===== src/rtl/bbc_pkg.sv =====
package bbc_pkg;

  localparam int STACK_DEPTH_DEF = 64;
  localparam int LINE_W          = 16;
  localparam int DEPTH_W         = 7;
  localparam int OUT_W           = 32;

  localparam logic [LINE_W-1:0] LINE_MAX = 16'hFFFF;
  localparam logic [LINE_W-1:0] LINE_ONE = 16'd1;

  localparam logic [7:0] CH_PAREN_OPEN   = 8'h28;
  localparam logic [7:0] CH_PAREN_CLOSE  = 8'h29;
  localparam logic [7:0] CH_SQUARE_OPEN  = 8'h5B;
  localparam logic [7:0] CH_SQUARE_CLOSE = 8'h5D;
  localparam logic [7:0] CH_CURLY_OPEN   = 8'h7B;
  localparam logic [7:0] CH_CURLY_CLOSE  = 8'h7D;
  localparam logic [7:0] CH_NEWLINE      = 8'h0A;

  typedef enum logic [2:0] {
    ST_FINE     = 3'd0,
    ST_EXTRA    = 3'd1,
    ST_WRONG    = 3'd2,
    ST_UNCLOSED = 3'd3,
    ST_GOOD     = 3'd4,
    ST_OVERFLOW = 3'd5
  } status_t;

  typedef enum logic [1:0] {
    KIND_NONE   = 2'd0,
    KIND_PAREN  = 2'd1,
    KIND_SQUARE = 2'd2,
    KIND_CURLY  = 2'd3
  } kind_t;

  // classified byte handed from front to back
  typedef struct packed {
    kind_t opener;
    kind_t closer;
    logic  newline;
    logic  last;
  } class_t;

  function automatic class_t classify(input logic [7:0] b, input logic last);
    class_t c;
    c.opener  = KIND_NONE;
    c.closer  = KIND_NONE;
    c.newline = (b == CH_NEWLINE);
    c.last    = last;
    case (b)
      CH_PAREN_OPEN:   c.opener = KIND_PAREN;
      CH_SQUARE_OPEN:  c.opener = KIND_SQUARE;
      CH_CURLY_OPEN:   c.opener = KIND_CURLY;
      CH_PAREN_CLOSE:  c.closer = KIND_PAREN;
      CH_SQUARE_CLOSE: c.closer = KIND_SQUARE;
      CH_CURLY_CLOSE:  c.closer = KIND_CURLY;
      default:         c.opener = KIND_NONE;
    endcase
    return c;
  endfunction

endpackage


===== src/rtl/bbc_front.sv =====
module bbc_front (
  input  logic            clk,
  input  logic            rst_n,
  input  logic            in_tvalid,
  output logic            in_tready,
  input  logic [7:0]      in_tdata,   // [7:0] text_byte
  input  logic            in_tlast,   // end_of_text
  output logic            q_valid,
  output bbc_pkg::class_t q_word,
  input  logic            q_ready
);

  // two-entry queue of classified words
  bbc_pkg::class_t q_mem_r [2];
  logic       wr_ptr_r, wr_ptr_nxt;
  logic       rd_ptr_r, rd_ptr_nxt;
  logic [1:0] cnt_r, cnt_nxt;
  logic       push, pop;

  assign in_tready = (cnt_r != 2'd2);
  assign q_valid   = (cnt_r != 2'd0);
  assign q_word    = q_mem_r[rd_ptr_r];
  assign push      = in_tvalid && in_tready;
  assign pop       = q_valid && q_ready;

  always_comb begin
    wr_ptr_nxt = push ? ~wr_ptr_r : wr_ptr_r;
    rd_ptr_nxt = pop ? ~rd_ptr_r : rd_ptr_r;
    case ({push, pop})
      2'b10:   cnt_nxt = cnt_r + 2'd1;
      2'b01:   cnt_nxt = cnt_r - 2'd1;
      default: cnt_nxt = cnt_r;
    endcase
  end

  always_ff @(posedge clk) begin
    if (!rst_n) begin
      wr_ptr_r <= 1'b0;
      rd_ptr_r <= 1'b0;
      cnt_r    <= 2'd0;
    end else begin
      wr_ptr_r <= wr_ptr_nxt;
      rd_ptr_r <= rd_ptr_nxt;
      cnt_r    <= cnt_nxt;
    end
  end

  always_ff @(posedge clk) begin
    if (push) begin
      q_mem_r[wr_ptr_r] <= bbc_pkg::classify(in_tdata, in_tlast);
    end
  end

endmodule


===== src/rtl/bbc_stack.sv =====
module bbc_stack #(
  parameter int STACK_DEPTH = bbc_pkg::STACK_DEPTH_DEF
) (
  input  logic                           clk,
  input  logic                           we,
  input  logic [$clog2(STACK_DEPTH)-1:0] waddr,
  input  logic [1:0]                     wdata,
  input  logic [$clog2(STACK_DEPTH)-1:0] raddr,
  output logic [1:0]                     rdata
);

  logic [1:0] mem [STACK_DEPTH];
  logic [1:0] rdata_r;

  assign rdata = rdata_r;

  always_ff @(posedge clk) begin
    if (we) begin
      mem[waddr] <= wdata;
    end
    rdata_r <= mem[raddr];
  end

endmodule


===== src/rtl/bbc_back.sv =====
module bbc_back #(
  parameter int STACK_DEPTH = bbc_pkg::STACK_DEPTH_DEF
) (
  input  logic                      clk,
  input  logic                      rst_n,
  input  logic                      q_valid,
  input  bbc_pkg::class_t           q_word,
  output logic                      q_ready,
  output logic                      out_tvalid,
  input  logic                      out_tready,
  output logic [bbc_pkg::OUT_W-1:0] out_tdata
);

  localparam int CW = $clog2(STACK_DEPTH + 1);
  localparam int IW = $clog2(STACK_DEPTH);

  logic [CW-1:0]              count_r, count_nxt, count_after;
  logic [bbc_pkg::LINE_W-1:0] line_r, line_nxt;
  bbc_pkg::status_t           lerr_r, lerr_nxt, err_now, status;
  bbc_pkg::kind_t             lop_r, lop_nxt, op_now, kind;
  bbc_pkg::kind_t             top_r, top_nxt, top_after, below;
  logic                       ov_r, ov_nxt;
  logic [bbc_pkg::OUT_W-1:0]  data_r, data_nxt;
  logic                       fire, push, pop, full, empty;
  logic [1:0]                 st_rdata;
  logic [IW-1:0]              st_raddr;

  // top of stack lives in top_r; the entry below it is prefetched every cycle
  bbc_stack #(.STACK_DEPTH(STACK_DEPTH)) u_stack (
    .clk   (clk),
    .we    (fire && push),
    .waddr (count_r[IW-1:0]),
    .wdata (q_word.opener),
    .raddr (st_raddr),
    .rdata (st_rdata)
  );

  assign below      = bbc_pkg::kind_t'(st_rdata);
  assign q_ready    = !ov_r || out_tready;
  assign fire       = q_valid && q_ready;
  assign out_tvalid = ov_r;
  assign out_tdata  = data_r;
  assign full       = (count_r == CW'(STACK_DEPTH));
  assign empty      = (count_r == '0);

  always_comb begin
    push    = 1'b0;
    pop     = 1'b0;
    err_now = lerr_r;
    op_now  = lop_r;
    if (lerr_r == bbc_pkg::ST_FINE) begin
      if (q_word.opener != bbc_pkg::KIND_NONE) begin
        if (full) begin
          err_now = bbc_pkg::ST_OVERFLOW;
          op_now  = q_word.opener;
        end else begin
          push = 1'b1;
        end
      end else if (q_word.closer != bbc_pkg::KIND_NONE) begin
        if (empty) begin
          err_now = bbc_pkg::ST_EXTRA;
          op_now  = bbc_pkg::KIND_NONE;
        end else if (top_r != q_word.closer) begin
          err_now = bbc_pkg::ST_WRONG;
          op_now  = top_r;
        end else begin
          pop = 1'b1;
        end
      end
    end

    if (push) begin
      count_after = count_r + CW'(1);
      top_after   = q_word.opener;
    end else if (pop) begin
      count_after = count_r - CW'(1);
      top_after   = below;
    end else begin
      count_after = count_r;
      top_after   = top_r;
    end

    if (err_now != bbc_pkg::ST_FINE) begin
      status = err_now;
      kind   = op_now;
    end else if (q_word.last) begin
      if (count_after != '0) begin
        status = bbc_pkg::ST_UNCLOSED;
        kind   = top_after;
      end else begin
        status = bbc_pkg::ST_GOOD;
        kind   = bbc_pkg::KIND_NONE;
      end
    end else begin
      status = bbc_pkg::ST_FINE;
      kind   = bbc_pkg::KIND_NONE;
    end
  end

  always_comb begin
    count_nxt = count_r;
    line_nxt  = line_r;
    lerr_nxt  = lerr_r;
    lop_nxt   = lop_r;
    top_nxt   = top_r;
    data_nxt  = data_r;
    ov_nxt    = ov_r && !out_tready;
    if (fire) begin
      ov_nxt   = 1'b1;
      data_nxt = {{(bbc_pkg::OUT_W - 28){1'b0}}, 7'(count_after), kind, line_r, status};
      if (q_word.last) begin
        count_nxt = '0;
        line_nxt  = bbc_pkg::LINE_ONE;
        lerr_nxt  = bbc_pkg::ST_FINE;
        lop_nxt   = bbc_pkg::KIND_NONE;
        top_nxt   = top_after;
      end else begin
        count_nxt = count_after;
        lerr_nxt  = err_now;
        lop_nxt   = op_now;
        top_nxt   = top_after;
        // newline only counts while no error is latched
        if (status == bbc_pkg::ST_FINE && q_word.newline && line_r != bbc_pkg::LINE_MAX) begin
          line_nxt = line_r + bbc_pkg::LINE_ONE;
        end
      end
    end
    st_raddr = IW'(count_nxt - CW'(2));
  end

  always_ff @(posedge clk) begin
    if (!rst_n) begin
      count_r <= '0;
      line_r  <= bbc_pkg::LINE_ONE;
      lerr_r  <= bbc_pkg::ST_FINE;
      lop_r   <= bbc_pkg::KIND_NONE;
      ov_r    <= 1'b0;
    end else begin
      count_r <= count_nxt;
      line_r  <= line_nxt;
      lerr_r  <= lerr_nxt;
      lop_r   <= lop_nxt;
      ov_r    <= ov_nxt;
    end
  end

  always_ff @(posedge clk) begin
    top_r  <= top_nxt;
    data_r <= data_nxt;
  end

endmodule


===== src/rtl/bracket_balance_checker_unit.sv =====
// Balanced-bracket checker over a byte stream. Each input word carries one text
// byte, with tlast marking the end of a text; every accepted word produces
// exactly one result word giving status, line number, offending opener and
// nesting depth. The unit sustains one word per clock while the output is not
// stalled. A result word passes through a front queue entry and then the
// output register before it is valid on the output. The rate is set by the
// stack: its top sits in a flop and the entry below it is read ahead from a
// single-port-read stack memory every cycle, so a push or pop per cycle never
// waits. The stack memory is not cleared after reset; only entries below the
// current depth are ever used.
// The first error freezes line and depth until the end word, which gives the
// verdict and returns the unit to its reset state.
module bracket_balance_checker_unit #(
  parameter int STACK_DEPTH = bbc_pkg::STACK_DEPTH_DEF
) (
  input  logic                      clk,
  input  logic                      rst_n,
  input  logic                      in_tvalid,
  output logic                      in_tready,
  input  logic [7:0]                in_tdata,   // [7:0] text_byte
  input  logic                      in_tlast,   // end_of_text
  output logic                      out_tvalid,
  input  logic                      out_tready,
  // [2:0] status, [18:3] line_number, [20:19] opener_kind,
  // [27:21] nesting_depth, [31:28] zero
  output logic [bbc_pkg::OUT_W-1:0] out_tdata
);

  logic            q_valid, q_ready;
  bbc_pkg::class_t q_word;

  bbc_front u_front (
    .clk       (clk),
    .rst_n     (rst_n),
    .in_tvalid (in_tvalid),
    .in_tready (in_tready),
    .in_tdata  (in_tdata),
    .in_tlast  (in_tlast),
    .q_valid   (q_valid),
    .q_word    (q_word),
    .q_ready   (q_ready)
  );

  bbc_back #(.STACK_DEPTH(STACK_DEPTH)) u_back (
    .clk        (clk),
    .rst_n      (rst_n),
    .q_valid    (q_valid),
    .q_word     (q_word),
    .q_ready    (q_ready),
    .out_tvalid (out_tvalid),
    .out_tready (out_tready),
    .out_tdata  (out_tdata)
  );

endmodule


===== config.mk =====
export PLATFORM = sky130hd
export DESIGN_NAME = bracket_balance_checker_unit
export DESIGN_NICKNAME = d
export VERILOG_FILES = /design/src/rtl/bbc_pkg.sv /design/src/rtl/bbc_front.sv /design/src/rtl/bbc_stack.sv /design/src/rtl/bbc_back.sv /design/src/rtl/bracket_balance_checker_unit.sv
export SDC_FILE = /design/constraint.sdc
export NUM_CORES = 1
export LEC_CHECK = 0
export BUFFER_PORTS_ARGS = -buffer_cell sky130_fd_sc_hd__buf_2
export CAP_MARGIN = 40
export CORE_MARGIN = 2
export CORE_UTILIZATION = 41
export CTS_CLUSTER_SIZE = 24
export DETAILED_ROUTE_END_ITERATION = 7
export SYNTH_ARGS = -nofsm -noshare
export SYNTH_HDL_FRONTEND = slang
export SYNTH_SLANG_ARGS = --single-unit

===== constraint.sdc =====
create_clock -name clk -period 5 [get_ports clk]
set_input_delay 0 -clock clk [delete_from_list [all_inputs] [get_ports clk]]
set_output_delay 0 -clock clk [all_outputs]
set_load 0.1 [all_outputs]

# Yosys cells after proc, flatten, opt, wreduce, memory -nomap -nowiden
# Memories as Yosys holds them, arrays and structs flattened. A register that Yosys moved wholly into a read port is not among the register bits.
# Cells that the tools add are included.
[word_totals] regBits=63 ramBits=140 in_bits=13 out_inout_bits=34 wordCells=101 mem_count=2
[memory_table] memory="u_back.u_stack.mem" words=64 width=2 rd=1 rd_clocked_by_memory_dff=1 wr=1 line_no="bbc_stack.sv:12" text="logic [1:0] mem [STACK_DEPTH];"
[memory_table] memory="u_front.q_mem_r" words=2 width=6 rd=1 rd_clocked_by_memory_dff=1 wr=1 line_no="bbc_front.sv:14" text="bbc_pkg::class_t q_mem_r [2];"
[op_classes] add_sub_neg=6 eq_ne=13 muxes=48 n_bitwise=2 n_reduce_logical=20
[op_table] operator="$eq A8 B7 Y1 const B" count=4
[op_table] operator="$mux W16" count=2
[op_table] operator="$mux W3" count=10
[op_table] operator="$mux W2" count=14
[op_table] operator="$mux W7" count=4
[op_table] operator="$add A16 B1 Y16 const B" count=1
[op_table] operator="$eq A8 B6 Y1 const B" count=2
[op_table] operator="$ne A16 B16 Y1 const B" count=1
[op_table] operator="$mux W1" count=15
[op_table] operator="$pmux W2 S3" count=2
[op_table] operator="$reduce_bool A2 Y1" count=5
[op_table] operator="$eq A8 B4 Y1 const B" count=1
[op_table] operator="$add A7 B1 Y7 const B" count=1
[op_table] operator="$eq A7 B7 Y1 const B" count=1
[op_table] operator="$logic_not A7 Y1" count=1
[op_table] operator="$reduce_bool A7 Y1" count=1
[op_table] operator="$sub A7 B1 Y7 const B" count=1
[op_table] operator="$logic_and A1 B1 Y1" count=6
[op_table] operator="$logic_not A3 Y1" count=2
[op_table] operator="$sub A6 B2 Y6 const B" count=1
[op_table] operator="$pmux W2 S2" count=1
[op_table] operator="$reduce_bool A3 Y1" count=1
[op_table] operator="$add A2 B1 Y2 const B" count=1
[op_table] operator="$eq A2 B1 Y1 const B" count=1
[op_table] operator="other kinds (8)" count=10

# Logic depth before layout (Yosys ltp)
[depth] depth_word=17 ltp_mapped=19 mapped_depth_nobuf=15

# Hierarchy
# From an unflattened synthesis, not the netlist that was laid out.
[unflattened] cells_unflattened=750 hier_area_um2=9512.9
[by_module_without_submodules] module="bbc_stack" n_inst=1 cells_per_inst=324 area_per_inst_um2=5397.7 seq_area_each_um2=3883.7
[by_module_without_submodules] module="bbc_back" n_inst=1 cells_per_inst=369 area_per_inst_um2=3354.5 seq_area_each_um2=1481.4
[by_module_without_submodules] module="bbc_front" n_inst=1 cells_per_inst=57 area_per_inst_um2=760.7 seq_area_each_um2=460.4

# Least setup slack after synthesis
# No wires, ideal clock.
[synth_path] kind="reg2reg" startpoint="register u_back.ov_r, in the netlist u_back.out_tvalid" endpoint="register u_back.u_stack.rdata_r[0], in the netlist u_back.u_stack.rdata[0], read port of u_back.u_stack.mem" setup_time_ns=0.128 arrival_ns=4.772 required_ns=4.872 slack_ns=0.100 stages_incl_launch_ff=18 path_buffers=4 period_less_slack_ns=4.900 path_cell_list="dfxtp_1 -> nor2b_1 -> or2_2 -> buf_2 -> clkinv_1 -> nand2_1 -> o221ai_2 -> inv_2 -> buf_2 -> ha_1 -> clkbuf_1 -> clkinv_1 -> clkbuf_1 -> mux4_2 -> mux2i_1 -> mux2i_1 -> a2bb2oi_1 -> o211ai_1"
[synth_via] elab_chain_len=5
[synth_lines] element="start, declared" line_no="bbc_back.sv:22" text="logic ov_r, ov_nxt;"
[synth_lines] element="start signal, assigned" line_no="bbc_back.sv:143" text="ov_r <= ov_nxt;"
[synth_lines] element="$logic_not A1 Y1" line_no="bbc_back.sv:39" text="assign q_ready = !ov_r || out_tready;"
[synth_lines] element="$logic_or A1 B1 Y1" line_no="bbc_back.sv:39"
[synth_lines] element="$logic_and A1 B1 Y1" line_no="bbc_back.sv:40" text="assign fire = q_valid && q_ready;"
[synth_lines] element="named net u_back.fire" line_no="bbc_back.sv:24" text="logic fire, push, pop, full, empty;"
[synth_lines] element="$mux W7" line_no="bbc_back.sv:108" text="if (fire) begin"
[synth_lines] element="$sub A6 B2 Y6" line_no="bbc_back.sv:128" text="st_raddr = IW'(count_nxt - CW'(2));"
[synth_lines] element="end, declared" line_no="bbc_stack.sv:13" text="logic [1:0] rdata_r;"
# The timed path passes the listed nets, and every way through them passes these cells.
# A chain may end at the register's enable or synchronous reset.

==> flow_summary.ini <==
[yosys]
count_of_flip_flops_with_a_built_in_enable_after_synthesis = 170
yosysWarnings = 0
netlist_instances = 729
synthesized_flop_and_latch_total = 206
synth.largest_area_cell = sky130_fd_sc_hd__edfxtp_1
ys_seq_area_share_pct = 61.6
avgSynthCellArea_sq_um = 13.0
synth.cell_area_sq_um = 9450
synthArstFlopShare_pct = 0
synth_commonest_cells = sky130_fd_sc_hd__edfxtp_1, sky130_fd_sc_hd__nor2_1, sky130_fd_sc_hd__mux2i_1
cell_with_the_most_instances_after_synthesis = sky130_fd_sc_hd__edfxtp_1
synth_area_leaders = sky130_fd_sc_hd__edfxtp_1, sky130_fd_sc_hd__dfxtp_1, sky130_fd_sc_hd__mux4_2
synth_largest_type_area_fraction_pct = 54.0
synth_flop_cell = sky130_fd_sc_hd__edfxtp_1
post_synth_num_cell_types = 73

[worst_setup_path]
worstSetupPathType = flip-flop to flip-flop
critPathRequiredTime_ps = 5390
crit_buf_inv = 3
kind_of_end_point_of_the_critical_path = flip-flop
crit_path_max_fanout = 26
worstPathArrival_ps = 4600
slowest_stage = sky130_fd_sc_hd__dfxtp_1
critical_path.max_stage_delay_ps = 640
critical_path.top_delay_family = simple AND/OR/NAND/NOR gates
setup.worst_path.start_class = flip-flop
crit_chain = nor3b_1 > nor2_1 > nor4_2 > a31oi_1 > o221ai_2 > inv_2 > ha_1 > clkinv_1 > buf_4 > mux4_2 > and2_1 > a211oi_1 > a2111o_1 > o211ai_1

[routing]
routed_wire_length_per_instance_um = 20.8
final_antenna_net_count = 0
drt_first_iter_violations = 592
detail_route.wirelength_um = 22600
via_per_instance_ratio = 5.70
drc = 0
dr.pass1.iters = 5
detailroute.via_count = 6208

[timing]
finalClockSkew_ps = 27.7
tns_ps = 0
layout_min_cycle_time_ps = 4210
setup_viol = 0
slew_headroom_pct = 40.7
grt_setup_unrepaired = no
final_cycle_share_pct = 84.3
finalHoldViolations = 0
timing.fmax_mhz = 237
tightestPinTransition_ps = 867
maxSlewViolCount = 0

[clock_network]
cts_resized = 0
cts_buffers = 23
clkLatencyLatePin_ps = 510
max-clock-path-buffers = 3
clkSlewWorstSetupHoldPaths_ps = 60
cts-htree-levels = 1
clock_sinks = 206
cts_tree = done
cts_root_buf = sky130_fd_sc_hd__clkbuf_16

[layout]
fillCellCount = 1956
area_of_combinational_cells_with_multiple_inputs_sq_um = 3340
final_core_util_pct = 47.6
number_of_nets_in_the_layout = 805
area.growth.synth_to_final_pct = 14.1
n_antenna_cell = 0
final_cell_area_sq_um = 10800
layout_cells_sized_above_1_pct = 16.0
seq_area_sq_um = 5830

[outcome]
status = completed

[power_and_ir_drop]
power.ir.vdd_worst_mv = 0.367
powerDensity_nw_per_um2 = 563
lkg_pwr_uw = 0.00384
totalPowerFinal_uw = 6070

[job]
max_cap_viol_count = 0

[floorplanning]
horizontal_extent_of_the_die_um = 156
ios = 47
core_area_sq_um = 22600
die_area_sq_um = 24300
die-height_um = 156
num_rows = 55
floorplan.initialDensity_pct = 41.8

[place]
io_buffers = 42
detailed_place.area_sq_um = 9930
routability_congestion = 0.922
post-dp-hpwl_um = 14800

[global_route]
pin_count_of_the_biggest_net_entering_global_routing = 66
grt_pass1_wl_um = 35100
overflow = 0
antenna_violations_before_repair = 0
groute.usage.overall_pct = 18.7
grt_pass1_vias = 6249

[worst_hold_path]
hp-class = primary input to flip-flop
worst paths after layout:
| kind | from | endpoint | cells past startpoint | slack, ps |
|---|---|---|---|---|
| worst min register to register | u_back.line_r[1] | u_back.out_tdata[4] | 0 | 490 |
| worst max register to register | flip-flop | u_back.u_stack.rdata[0] | 14 | 790 |
| worst min-delay path | in_tdata[7] | u_front.q_mem_r[0][2] | 3 | 30 |
| worst max-delay path | flip-flop | u_back.u_stack.rdata[0] | 14 | 790 |
state kept, by name, indices dropped and copies added, names as in the netlist, 3 cells and up, named ones only:
name and count:
u_back.count_r 7, u_back.lerr_r 3, u_back.line_r 16, u_back.out_tdata 28, u_back.u_stack.mem 128, u_front.q_mem_r 12
where the power goes:
part / switching [uW] / internal, uW
logic: 1660 / 565
clock network: 642 / 966
registers: 88.2 / 2150
layout by cell type (no fill, tap or decap), types with 16 or more instances in the layout:
cell type | netlist | routed
sky130_fd_sc_hd__nor3_1 | 24 | 24
sky130_fd_sc_hd__clkbuf_16 | 0 | 23
sky130_fd_sc_hd__dfxtp_1 | 36 | 36
sky130_fd_sc_hd__nor2_1 | 93 | 93
sky130_fd_sc_hd__nand2_1 | 33 | 33
sky130_fd_sc_hd__inv_1 | 19 | 19
sky130_fd_sc_hd__mux4_2 | 21 | 21
sky130_fd_sc_hd__nand3_1 | 16 | 16
sky130_fd_sc_hd__buf_2 | 8 | 42
sky130_fd_sc_hd__a2111oi_0 | 17 | 17
sky130_fd_sc_hd__mux2i_1 | 44 | 44
sky130_fd_sc_hd__o21ai_0 | 27 | 27
sky130_fd_sc_hd__edfxtp_1 | 170 | 170
area by class of cell:
class	instances	area share [%]
well taps	285	3.31
clock inverters	10	0.928
inverters	23	0.800
repair buffers	69	4.27
clock buffers	32	5.74
flip-flops and latches	206	54.0
multi-input cells	464	30.9
metal layers:
metal	share of wire, %	up-vias	track usage, %	wire length [um]
li1	-	2887	-	-
met1	43	3073	25.4	9800
met2	49	211	32.2	11200
met3	5.1	37	2.58	1160
met4	2.1	0	4.37	466
met5	0	-	0	0
worst reg2reg max path, delay by kind of cell, from the launching register on:
kind / cells / cell delay, ps
compound gates: 5 / 860
simple gates: 4 / 1350
fa+ha+maj: 1 / 420
mux: 1 / 370
buf+inv: 3 / 470
flops: 1 / 640
metrics by stage:
step	setup WS, ps	hold WS [ps]	std cells
after floorplan	99.8	98.9	732
after global placement	949	191	1033
after detailed placement	871	207	1033
after CTS	843	1.68	1089
after global routing	497	45.3	1089
final	786	31.6	1089
cells by family after synthesis:
kind of cell	synth area share, %
and+or+nand+nor	14.3
adders and majority gates	0.662
muxes	9.90
buffers and inverters	3.18
AOI/OAI and AO/OA	9.07
DFF	61.6
other	0.0397
xor gates and xnor gates	1.22
what timing repair did:
| item | in CTS | in global routing |
|---|---|---|
| hold buffers | 14 | 0 |
| setup endpoints to repair | 0 | 0 |
| endpoints found under the hold margin | 15 | 0 |
| setup buffers | 0 | 0 |
(Power assumes the default switching activity.)
